$ cat src/rtl/core/optb_pkg.sv
`timescale 1ns / 1ps
// ----------------------------------------------------------------------------
// optb_pkg: shared types and constants for the timer bank
// Command codes, slot command struct and defaults.
// ----------------------------------------------------------------------------
package optb_pkg;

  localparam int unsigned NumTimersDef = 8;
  localparam logic [16:0] HzReset      = 17'd1000;

  typedef enum logic [2:0] {
    CMD_TICK    = 3'd0,
    CMD_START_T = 3'd1,
    CMD_START_M = 3'd2,
    CMD_STOP    = 3'd3,
    CMD_SERVICE = 3'd4
  } cmd_e;

  // per-cycle operation applied by every cell
  typedef enum logic [5:0] {
    OP_NONE  = 6'b000001,
    OP_TICK  = 6'b000010,
    OP_START = 6'b000100,
    OP_STOP  = 6'b001000,
    OP_SERVE = 6'b010000,
    OP_FIND  = 6'b100000
  } op_e;

  typedef struct packed {
    op_e         op;
    logic [31:0] now;
    logic [31:0] ticks;
    logic        per;
    logic        tgt_active;  // target slot already active
    logic        tgt_periodic;
  } bcast_t;

endpackage

$ cat src/rtl/core/optb_cell.sv
`timescale 1ns / 1ps
// ----------------------------------------------------------------------------
// optb_cell: one timer slot
// Holds expiry, period, mode, flags and rank. The find chain passes the best
// pending candidate (lowest rank) from neighbor to neighbor.
// ----------------------------------------------------------------------------
module optb_cell
  import optb_pkg::*;
#(
  parameter int unsigned RW = 3,
  parameter int unsigned IW = 3
) (
  input  logic          clk_i,
  input  logic          rst_ni,
  input  bcast_t        bc_i,
  input  logic          sel_i,      // this cell is the command target
  input  logic [RW-1:0] tgt_rank_i, // rank of the retiring slot
  input  logic          c_found_i,
  input  logic [RW-1:0] c_rank_i,
  input  logic [IW-1:0] c_idx_i,
  input  logic [IW-1:0] my_idx_i,
  output logic          c_found_o,
  output logic [RW-1:0] c_rank_o,
  output logic [IW-1:0] c_idx_o,
  output logic          active_o,
  output logic          pending_o,
  output logic          periodic_o,
  output logic [RW-1:0] rank_o,
  output logic          fired_o
);

  logic [31:0]   exp_q, exp_d, rel_q, rel_d;
  logic          per_q, per_d, act_q, act_d, pen_q, pen_d;
  logic [RW-1:0] rank_q, rank_d;
  logic          cand;

  assign cand      = act_q && pen_q && (!c_found_i || rank_q < c_rank_i);
  assign c_found_o = c_found_i || cand;
  assign c_rank_o  = cand ? rank_q : c_rank_i;
  assign c_idx_o   = cand ? my_idx_i : c_idx_i;
  logic [31:0] diff;
  assign diff    = bc_i.now - exp_q;
  assign fired_o = (bc_i.op == OP_TICK) && act_q && !pen_q && !diff[31];

  always_comb begin
    exp_d  = exp_q;
    rel_d  = rel_q;
    per_d  = per_q;
    act_d  = act_q;
    pen_d  = pen_q;
    rank_d = rank_q;
    case (bc_i.op)
      OP_TICK: begin
        if (fired_o) pen_d = 1'b1;
      end
      OP_START: begin
        if (sel_i) begin
          per_d = bc_i.per;
          rel_d = bc_i.ticks;
          exp_d = bc_i.now + bc_i.ticks;
          pen_d = 1'b0;
          if (!act_q) begin
            act_d  = 1'b1;
            rank_d = '0;
          end
        end else if (act_q && !bc_i.tgt_active) begin
          rank_d = rank_q + 1'b1;
        end
      end
      OP_STOP, OP_SERVE: begin
        if (sel_i && bc_i.op == OP_SERVE && bc_i.tgt_periodic) begin
          pen_d = 1'b0;
          exp_d = exp_q + rel_q;
        end else if (sel_i) begin
          act_d  = 1'b0;
          pen_d  = 1'b0;
          rank_d = '0;
        end else if (act_q && rank_q > tgt_rank_i &&
                     !(bc_i.op == OP_SERVE && bc_i.tgt_periodic)) begin
          rank_d = rank_q - 1'b1;
        end
      end
      default: ;
    endcase
  end

  always_ff @(posedge clk_i or negedge rst_ni) begin
    if (!rst_ni) begin
      act_q  <= 1'b0;
      pen_q  <= 1'b0;
      per_q  <= 1'b0;
      rank_q <= '0;
      exp_q  <= '0;
      rel_q  <= '0;
    end else begin
      act_q  <= act_d;
      pen_q  <= pen_d;
      per_q  <= per_d;
      rank_q <= rank_d;
      exp_q  <= exp_d;
      rel_q  <= rel_d;
    end
  end

  assign active_o   = act_q;
  assign pending_o  = pen_q;
  assign periodic_o = per_q;
  assign rank_o     = rank_q;

endmodule

$ cat src/rtl/core/oneshot_periodic_timer_bank.sv
`timescale 1ns / 1ps
// ----------------------------------------------------------------------------
// oneshot_periodic_timer_bank: multi-slot one-shot / periodic timer
// Row of slot cells under a small sequencer; ms conversion by multiply/divide.
// ----------------------------------------------------------------------------
//  channel | signals                                   | direction
//  in      | in_valid_i in_stall_o cmd/slot/periodic/period | request in
//  out     | out_valid_o out_stall_i wake..pending_mask | result out
//  cfg     | cfg_we_i cfg_wdata_i                      | register write
// Each request passes decode, apply and result; a ms start adds the multiply,
// the divide-by-1000 reciprocal step and a fix step. The service search
// runs through the cell chain. Reset clears all slots and sets hz to 1000.
// A stalled result holds; a new request is taken once the result is gone.
module oneshot_periodic_timer_bank
  import optb_pkg::*;
#(
  parameter int unsigned NUM_TIMERS = NumTimersDef
) (
  input  logic        clk_i,
  input  logic        rst_ni,
  input  logic        in_valid_i,
  output logic        in_stall_o,
  input  logic [2:0]  cmd_i,
  input  logic [2:0]  slot_i,
  input  logic        periodic_i,
  input  logic [31:0] period_i,
  output logic        out_valid_o,
  input  logic        out_stall_i,
  output logic        wake_o,
  output logic        served_valid_o,
  output logic [2:0]  served_slot_o,
  output logic        rejected_o,
  output logic [7:0]  active_mask_o,
  output logic [7:0]  pending_mask_o,
  input  logic        cfg_we_i,
  input  logic [16:0] cfg_wdata_i
);

  localparam int unsigned RW = (NUM_TIMERS > 1) ? $clog2(NUM_TIMERS) : 1;
  localparam int unsigned IW = RW;

  typedef enum logic [5:0] {
    S_IDLE = 6'b000001,
    S_MUL  = 6'b000010,
    S_DIV  = 6'b000100,
    S_FIX  = 6'b001000,
    S_APPLY= 6'b010000,
    S_OUT  = 6'b100000
  } state_e;

  state_e      st_q, st_d;
  logic [16:0] hz_q;
  logic [31:0] now_q;
  logic [2:0]  cmd_q, slot_q;
  logic        per_q;
  logic [31:0] per32_q, t_q;
  logic [63:0] prod_q;
  logic        wake_q, sv_q, rej_q;
  logic [2:0]  ss_q;

  logic [NUM_TIMERS-1:0] act, pen, perm, fired, sel;
  logic [RW-1:0]         rank [NUM_TIMERS];
  logic                  cf [NUM_TIMERS+1];
  logic [RW-1:0]         cr [NUM_TIMERS+1];
  logic [IW-1:0]         ci [NUM_TIMERS+1];
  bcast_t                bc;
  logic                  slot_ok;
  logic [IW-1:0]         tgt;
  logic [RW-1:0]         tgt_rank;

  assign slot_ok = {29'd0, slot_q} < 32'(NUM_TIMERS);
  assign cf[0] = 1'b0;
  assign cr[0] = '0;
  assign ci[0] = '0;
  assign tgt   = (cmd_q == CMD_SERVICE) ? ci[NUM_TIMERS] : IW'(slot_q);
  assign tgt_rank = rank[tgt];

  always_comb begin
    bc.now          = now_q;
    bc.ticks        = t_q;
    bc.per          = per_q;
    bc.tgt_active   = act[tgt];
    bc.tgt_periodic = perm[tgt];
    bc.op           = OP_NONE;
    sel             = '0;
    if (st_q == S_APPLY) begin
      case (cmd_q)
        CMD_TICK: bc.op = OP_TICK;
        CMD_START_T, CMD_START_M: begin
          if (slot_ok && t_q != 32'd0) begin
            bc.op = OP_START;
            sel[tgt] = 1'b1;
          end
        end
        CMD_STOP: begin
          if (slot_ok && act[tgt]) begin
            bc.op = OP_STOP;
            sel[tgt] = 1'b1;
          end
        end
        CMD_SERVICE: begin
          if (cf[NUM_TIMERS]) begin
            bc.op = OP_SERVE;
            sel[tgt] = 1'b1;
          end
        end
        default: ;
      endcase
    end
  end

  for (genvar g = 0; g < NUM_TIMERS; g++) begin : g_cell
    optb_cell #(.RW(RW), .IW(IW)) u_cell (
      .clk_i, .rst_ni, .bc_i(bc), .sel_i(sel[g]), .tgt_rank_i(tgt_rank),
      .c_found_i(cf[g]), .c_rank_i(cr[g]), .c_idx_i(ci[g]), .my_idx_i(IW'(g)),
      .c_found_o(cf[g+1]), .c_rank_o(cr[g+1]), .c_idx_o(ci[g+1]),
      .active_o(act[g]), .pending_o(pen[g]), .periodic_o(perm[g]),
      .rank_o(rank[g]), .fired_o(fired[g])
    );
  end

  // reciprocal of 1000: floor(x/1000) = (x * 274877907) >> 38 for x < 2^32
  localparam logic [31:0] Recip = 32'd274877907;
  logic [31:0] sum;
  assign sum = prod_q[31:0] + 32'd999;

  always_comb begin
    st_d = st_q;
    case (st_q)
      S_IDLE:  if (in_valid_i) st_d = (cmd_i == CMD_START_M) ? S_MUL : S_APPLY;
      S_MUL:   st_d = S_DIV;
      S_DIV:   st_d = S_FIX;
      S_FIX:   st_d = S_APPLY;
      S_APPLY: st_d = S_OUT;
      S_OUT:   if (!out_stall_i) st_d = S_IDLE;
      default: st_d = S_IDLE;
    endcase
  end

  assign in_stall_o = (st_q != S_IDLE);

  always_ff @(posedge clk_i or negedge rst_ni) begin
    if (!rst_ni) begin
      st_q  <= S_IDLE;
      hz_q  <= HzReset;
      now_q <= '0;
    end else begin
      st_q <= st_d;
      if (cfg_we_i) hz_q <= cfg_wdata_i;
      if (st_q == S_IDLE && in_valid_i && cmd_i == CMD_TICK) now_q <= now_q + 32'd1;
    end
  end

  always_ff @(posedge clk_i) begin
    case (st_q)
      S_IDLE: begin
        cmd_q   <= cmd_i;
        slot_q  <= slot_i;
        per_q   <= periodic_i;
        per32_q <= period_i;
        t_q     <= period_i;
      end
      S_MUL: prod_q <= {32'd0, per32_q[31:0] * {15'd0, hz_q}};
      S_DIV: prod_q <= sum * Recip;
      S_FIX: t_q    <= (prod_q[63:38] == 26'd0) ? 32'd1 : {6'd0, prod_q[63:38]};
      S_APPLY: begin
        wake_q <= (cmd_q == CMD_TICK) && (|fired);
        sv_q   <= (cmd_q == CMD_SERVICE) && cf[NUM_TIMERS];
        ss_q   <= (cmd_q == CMD_SERVICE && cf[NUM_TIMERS]) ? 3'(ci[NUM_TIMERS]) : 3'd0;
        rej_q  <= (cmd_q == CMD_START_T) && (t_q == 32'd0);
      end
      default: ;
    endcase
  end

  logic [7:0] am, pm;
  always_comb begin
    am = '0;
    pm = '0;
    for (int i = 0; i < NUM_TIMERS && i < 8; i++) begin
      am[i] = act[i];
      pm[i] = pen[i];
    end
  end

  assign out_valid_o    = (st_q == S_OUT);
  assign wake_o         = wake_q;
  assign served_valid_o = sv_q;
  assign served_slot_o  = ss_q;
  assign rejected_o     = rej_q;
  assign active_mask_o  = am;
  assign pending_mask_o = pm;

endmodule
$ cat config.mk
export PLATFORM = sky130hd
export DESIGN_NAME = oneshot_periodic_timer_bank
export DESIGN_NICKNAME = d
export VERILOG_FILES = /design/src/rtl/core/optb_pkg.sv /design/src/rtl/core/optb_cell.sv /design/src/rtl/core/oneshot_periodic_timer_bank.sv
export SDC_FILE = /design/constraint.sdc
export NUM_CORES = 2
export LEC_CHECK = 0
export ABC_AREA = 1
export ABC_CLOCK_PERIOD_IN_PS = 12100
export BUFFER_PORTS_ARGS = -buffer_cell sky130_fd_sc_hd__buf_2
export CAP_MARGIN = 20
export CORE_UTILIZATION = 57
export DETAILED_ROUTE_END_ITERATION = 12
export HOLD_SLACK_MARGIN = 0.03
export PLACE_DENSITY = 0.72
export REMOVE_ABC_BUFFERS = 1
export SLEW_MARGIN = 5
export SYNTH_ARGS = -nofsm -noshare
export SYNTH_HDL_FRONTEND = slang
export SYNTH_SLANG_ARGS = --single-unit
$ cat constraint.sdc
create_clock -name clk_i -period 12.1 [get_ports clk_i]
set_clock_uncertainty 0.15 [all_clocks]
set_input_delay 1.21 -clock clk_i [delete_from_list [all_inputs] [get_ports clk_i]]
set_output_delay 1.21 -clock clk_i [all_outputs]
set_load 0.01 [all_outputs]
==> qor.csv <==
metric;value;unit
drt_drc_violations_left;0;
synth.area.mux_share;0.00265;
crit_path_max_fanout;9;
worst-endpoint-arrival;11380;ps
clock_sink_count;747;
cts.path.max_buffers;3;
ctsHoldBuffers;0;
avgViaCountPerCell;5.79;
timing.final.hold_violations;0;
global_routing_usage_summed_across_all_routing_layers;0.345;
fill_cells;11400;
hpwl;173;mm
worst_skew_pair_later_pin_latency;740;ps
grt_max_degree;163;
numPortBuffers;84;
gp_routability_congestion;0.996;
slew-limit-headroom;0.296;
ctsHtreeMaxLevel;3;
detail-route-antenna-nets;0;
detail_route.iter0.violations;4964;
synth_adder_area_share;0.335;
synth_seq_area_share;0.255;
synth_area_per_cell;8.45;sq um
synth_async_sr_flop_share;0.823;
clockRootBuffer;clkbuf_16;
worst_slew_pin_slew;1060;ps
postLayoutCellArea;0.0811;sq mm
crit_required;12520;ps
compound_gate_portion_of_the_synthesized_area;0.131;
fmax;91.2;MHz
final_setup_vio_count;0;
synth-edff-count;132;
synthCells;8993;
cts.repair.resized;0;
areaGrowthSynthToFinish;6.74;%
synth-simple-area-share;0.128;
buffers_inserted_by_post_cts_timing_repair;0;
cts_inserted_buffers;90;
synthXorXnorAreaFrac;0.0460;
yosys_register_bits;747;
ys.warnings.count;0;
crit_path_frequent_cell;inv_1;
cts.clk_slew.worst_paths;60;ps
slew_violations;0;
floorplan.initialDensity;0.576;
placed_area;0.0780;sq mm
rows;133;
outcome;finished, final reports clean;
mappedNetlistArea;0.0760;sq mm
detailroute.via_count;62500;
detail_route.wirelength;228;mm
fp.coreArea;0.132;sq mm
num_antenna_cells;0;
fp.dieH;367;um
boundaryPins;85;
cts_tree;done;
synth_top_family_by_area;adder cells;
min_period;10970;ps
drt_pass1_iterations;8;
grt_setup_unrepaired;false;
crit_path_end_kind;register;
worstSetupPathType;reg2reg;
drv_cap;0;
synth_cell_type_count;64;
min-delay-path-class;reg2reg;
avgRoutedWirePerCell;21.1;um
globalRouteOverflowTotal;0;
antenna_found_initial;4;
grt_pass1_vias;63700;
final_setup_tns;0;ps
fin_nets;10700;
timing.critical_path.from_type;register;
layout_worst_path_cycle_share;0.906;
cp_slowest_cell;fa_1;
peak_per_stage_delay_on_the_critical_path;560;ps
design.die.area;0.135;sq mm
grt_first_pass_wirelength;359;mm
ys_dominant_reg_cell;dfrtp_1;
drive_above_1_share;0.0492;
chipWidth;367;um
## metal layers
| metal | track usage | vias to the layer above | wire (um) |
|---|---|---|---|
| met5 | 0 | - | 13 |
| met4 | 0.179 | 2 | 13200 |
| met3 | 0.0492 | 608 | 16800 |
| met2 | 0.570 | 2334 | 107000 |
| met1 | 0.441 | 30600 | 90700 |
| li1 | - | 29000 | - |
## layout make-up
| cell class | instances | area [sq um] | share of cell area |
|---|---|---|---|
| Timing Repair Buffer | 158 | 1020 | 0.0126 |
| Clock buffer | 119 | 2540 | 0.0314 |
| Multi-Input combinational cell | 6233 | 48800 | 0.602 |
| Inverter | 1745 | 6560 | 0.0809 |
| Clock inverter | 48 | 557 | 0.00687 |
| Tap cell | 1755 | 2200 | 0.0271 |
| Sequential cell | 747 | 19400 | 0.239 |
## logic make-up (layout without fill, tap and decap cells)
| kind of cell | count (synthesis) | in the layout |
|---|---|---|
| adder cells (fa/ha/maj) | 1655 | 1655 |
| AND/OR/NAND/NOR | 2328 | 2328 |
| AO/OA/AOI/OAI | 1833 | 1833 |
| XOR/XNOR | 399 | 399 |
| multiplexers | 18 | 18 |
| buffers and inverters | 2013 | 2070 |
| flip-flops | 747 | 747 |
## Yosys cell counts, types with 12 or more instances
library cell | count | share of area
xor2_1 | 223 | 0.026
o21ai_0 | 771 | 0.051
nor3_1 | 46 | 0.0030
a21oi_2 | 12 | 0.0014
fa_1 | 627 | 0.17
nand3_1 | 161 | 0.011
buf_4 | 24 | 0.0024
nand4_1 | 111 | 0.0091
a31oi_1 | 53 | 0.0044
o221ai_1 | 15 | 0.0017
dfrtp_1 | 608 | 0.20
nor2_1 | 367 | 0.018
or2_2 | 14 | 0.0012
inv_1 | 1728 | 0.085
mux2_2 | 17 | 0.0025
clkbuf_1 | 174 | 0.0086
o211ai_1 | 53 | 0.0052
a21oi_1 | 651 | 0.043
nand2_1 | 1537 | 0.076
nor4_1 | 26 | 0.0021
o31ai_1 | 24 | 0.0024
edfxtp_1 | 132 | 0.052
ha_1 | 1028 | 0.17
inv_2 | 14 | 0.00069
o21bai_1 | 47 | 0.0046
a211oi_1 | 36 | 0.0036
o21ai_1 | 112 | 0.0074
o21a_1 | 17 | 0.0017
xnor2_1 | 176 | 0.020
nand2_2 | 18 | 0.0015
buf_2 | 50 | 0.0033
## flip-flops by register name, summed over array words and instances (netlist names), 6 cells and up
signal	cells
g_cell.u_cell.active_o	8
st_q	6
now_q	32
per32_q	32
t_q	32
g_cell.u_cell.rel_q	256
g_cell.u_cell.exp_q	256
hz_q	17
prod_q	55
g_cell.u_cell.periodic_o	8
g_cell.u_cell.rank_o	24
g_cell.u_cell.pending_o	8
## cells in the final DEF (no fill, tap or decap), types with 9 or more instances in the layout
master     instances
fa_1             627
nor2_4             9
nand2_2           25
buf_4             69
o21ai_1          112
o31ai_1           24
clkbuf_8          14
ha_1            1028
nand3_1          161
o21ai_0          771
a21oi_2           12
o221a_2           10
clkinv_2          20
mux2_2            17
nor4_1            24
o221ai_1          15
inv_1           1727
nand2_1         1530
or2_2             14
nor3_1            45
nand4_1          111
a31oi_1           53
dfrtp_1          608
o21bai_1          47
a21oi_1          651
xor2_1           223
o21a_1            17
a211oi_1          36
edfxtp_1         132
nand2_4           10
xnor2_1          176
clkbuf_16         92
buf_2             85
a21o_1             9
nor2_1           367
inv_2             14
clkbuf_1          13
o211ai_1          53
## stage by stage
stage | instances | hold WS [ps] | setup WS [ps] | util
2_1_floorplan | 8725 | 298 | 482 | -
3_3_place_gp | 10600 | 319 | 1470 | 0.591
3_5_place_dp | 10600 | 326 | 1310 | 0.592
4_1_cts | 10800 | 341 | 1280 | 0.615
5_1_grt | 10800 | 365 | 256 | 0.615
6_report | 10800 | 334 | 1130 | 0.615
## worst max-delay path, delay by kind of cell, from the launching register on
kind                       cells  cell delay (ps)
adders and majority gates      9             4110
buffers and inverters         13             1460
AOI/OAI and AO/OA             13             3040
DFF                            1              420
and+or+nand+nor               13             1620
## final timing paths
kind                                                          from                                      end  slack (ps)  cells after the start
hold reg to reg            g_cell[3].u_cell.periodic_o$_DFFE_PN0N_  g_cell[3].u_cell.periodic_o$_DFFE_PN0N_         330                      2
max in group asynchronous                                   rst_ni    g_cell[7].u_cell.active_o$_DFFE_PN0P_        9200                      3
min in group asynchronous                                   rst_ni    g_cell[0].u_cell.rel_q[1]$_DFFE_PN0N_         400                      1
setup reg to reg                               prod_q[0]$_DFFE_PP_                 prod_q[58]$_SDFFCE_PN0P_        1130                     48
setup / recovery                               prod_q[0]$_DFFE_PP_                 prod_q[58]$_SDFFCE_PN0P_        1130                     48
hold / removal             g_cell[3].u_cell.periodic_o$_DFFE_PN0N_  g_cell[3].u_cell.periodic_o$_DFFE_PN0N_         330                      2
Power is not shown: default switching activity piles up to over one toggle a cycle in this logic, so the estimate is an artifact.
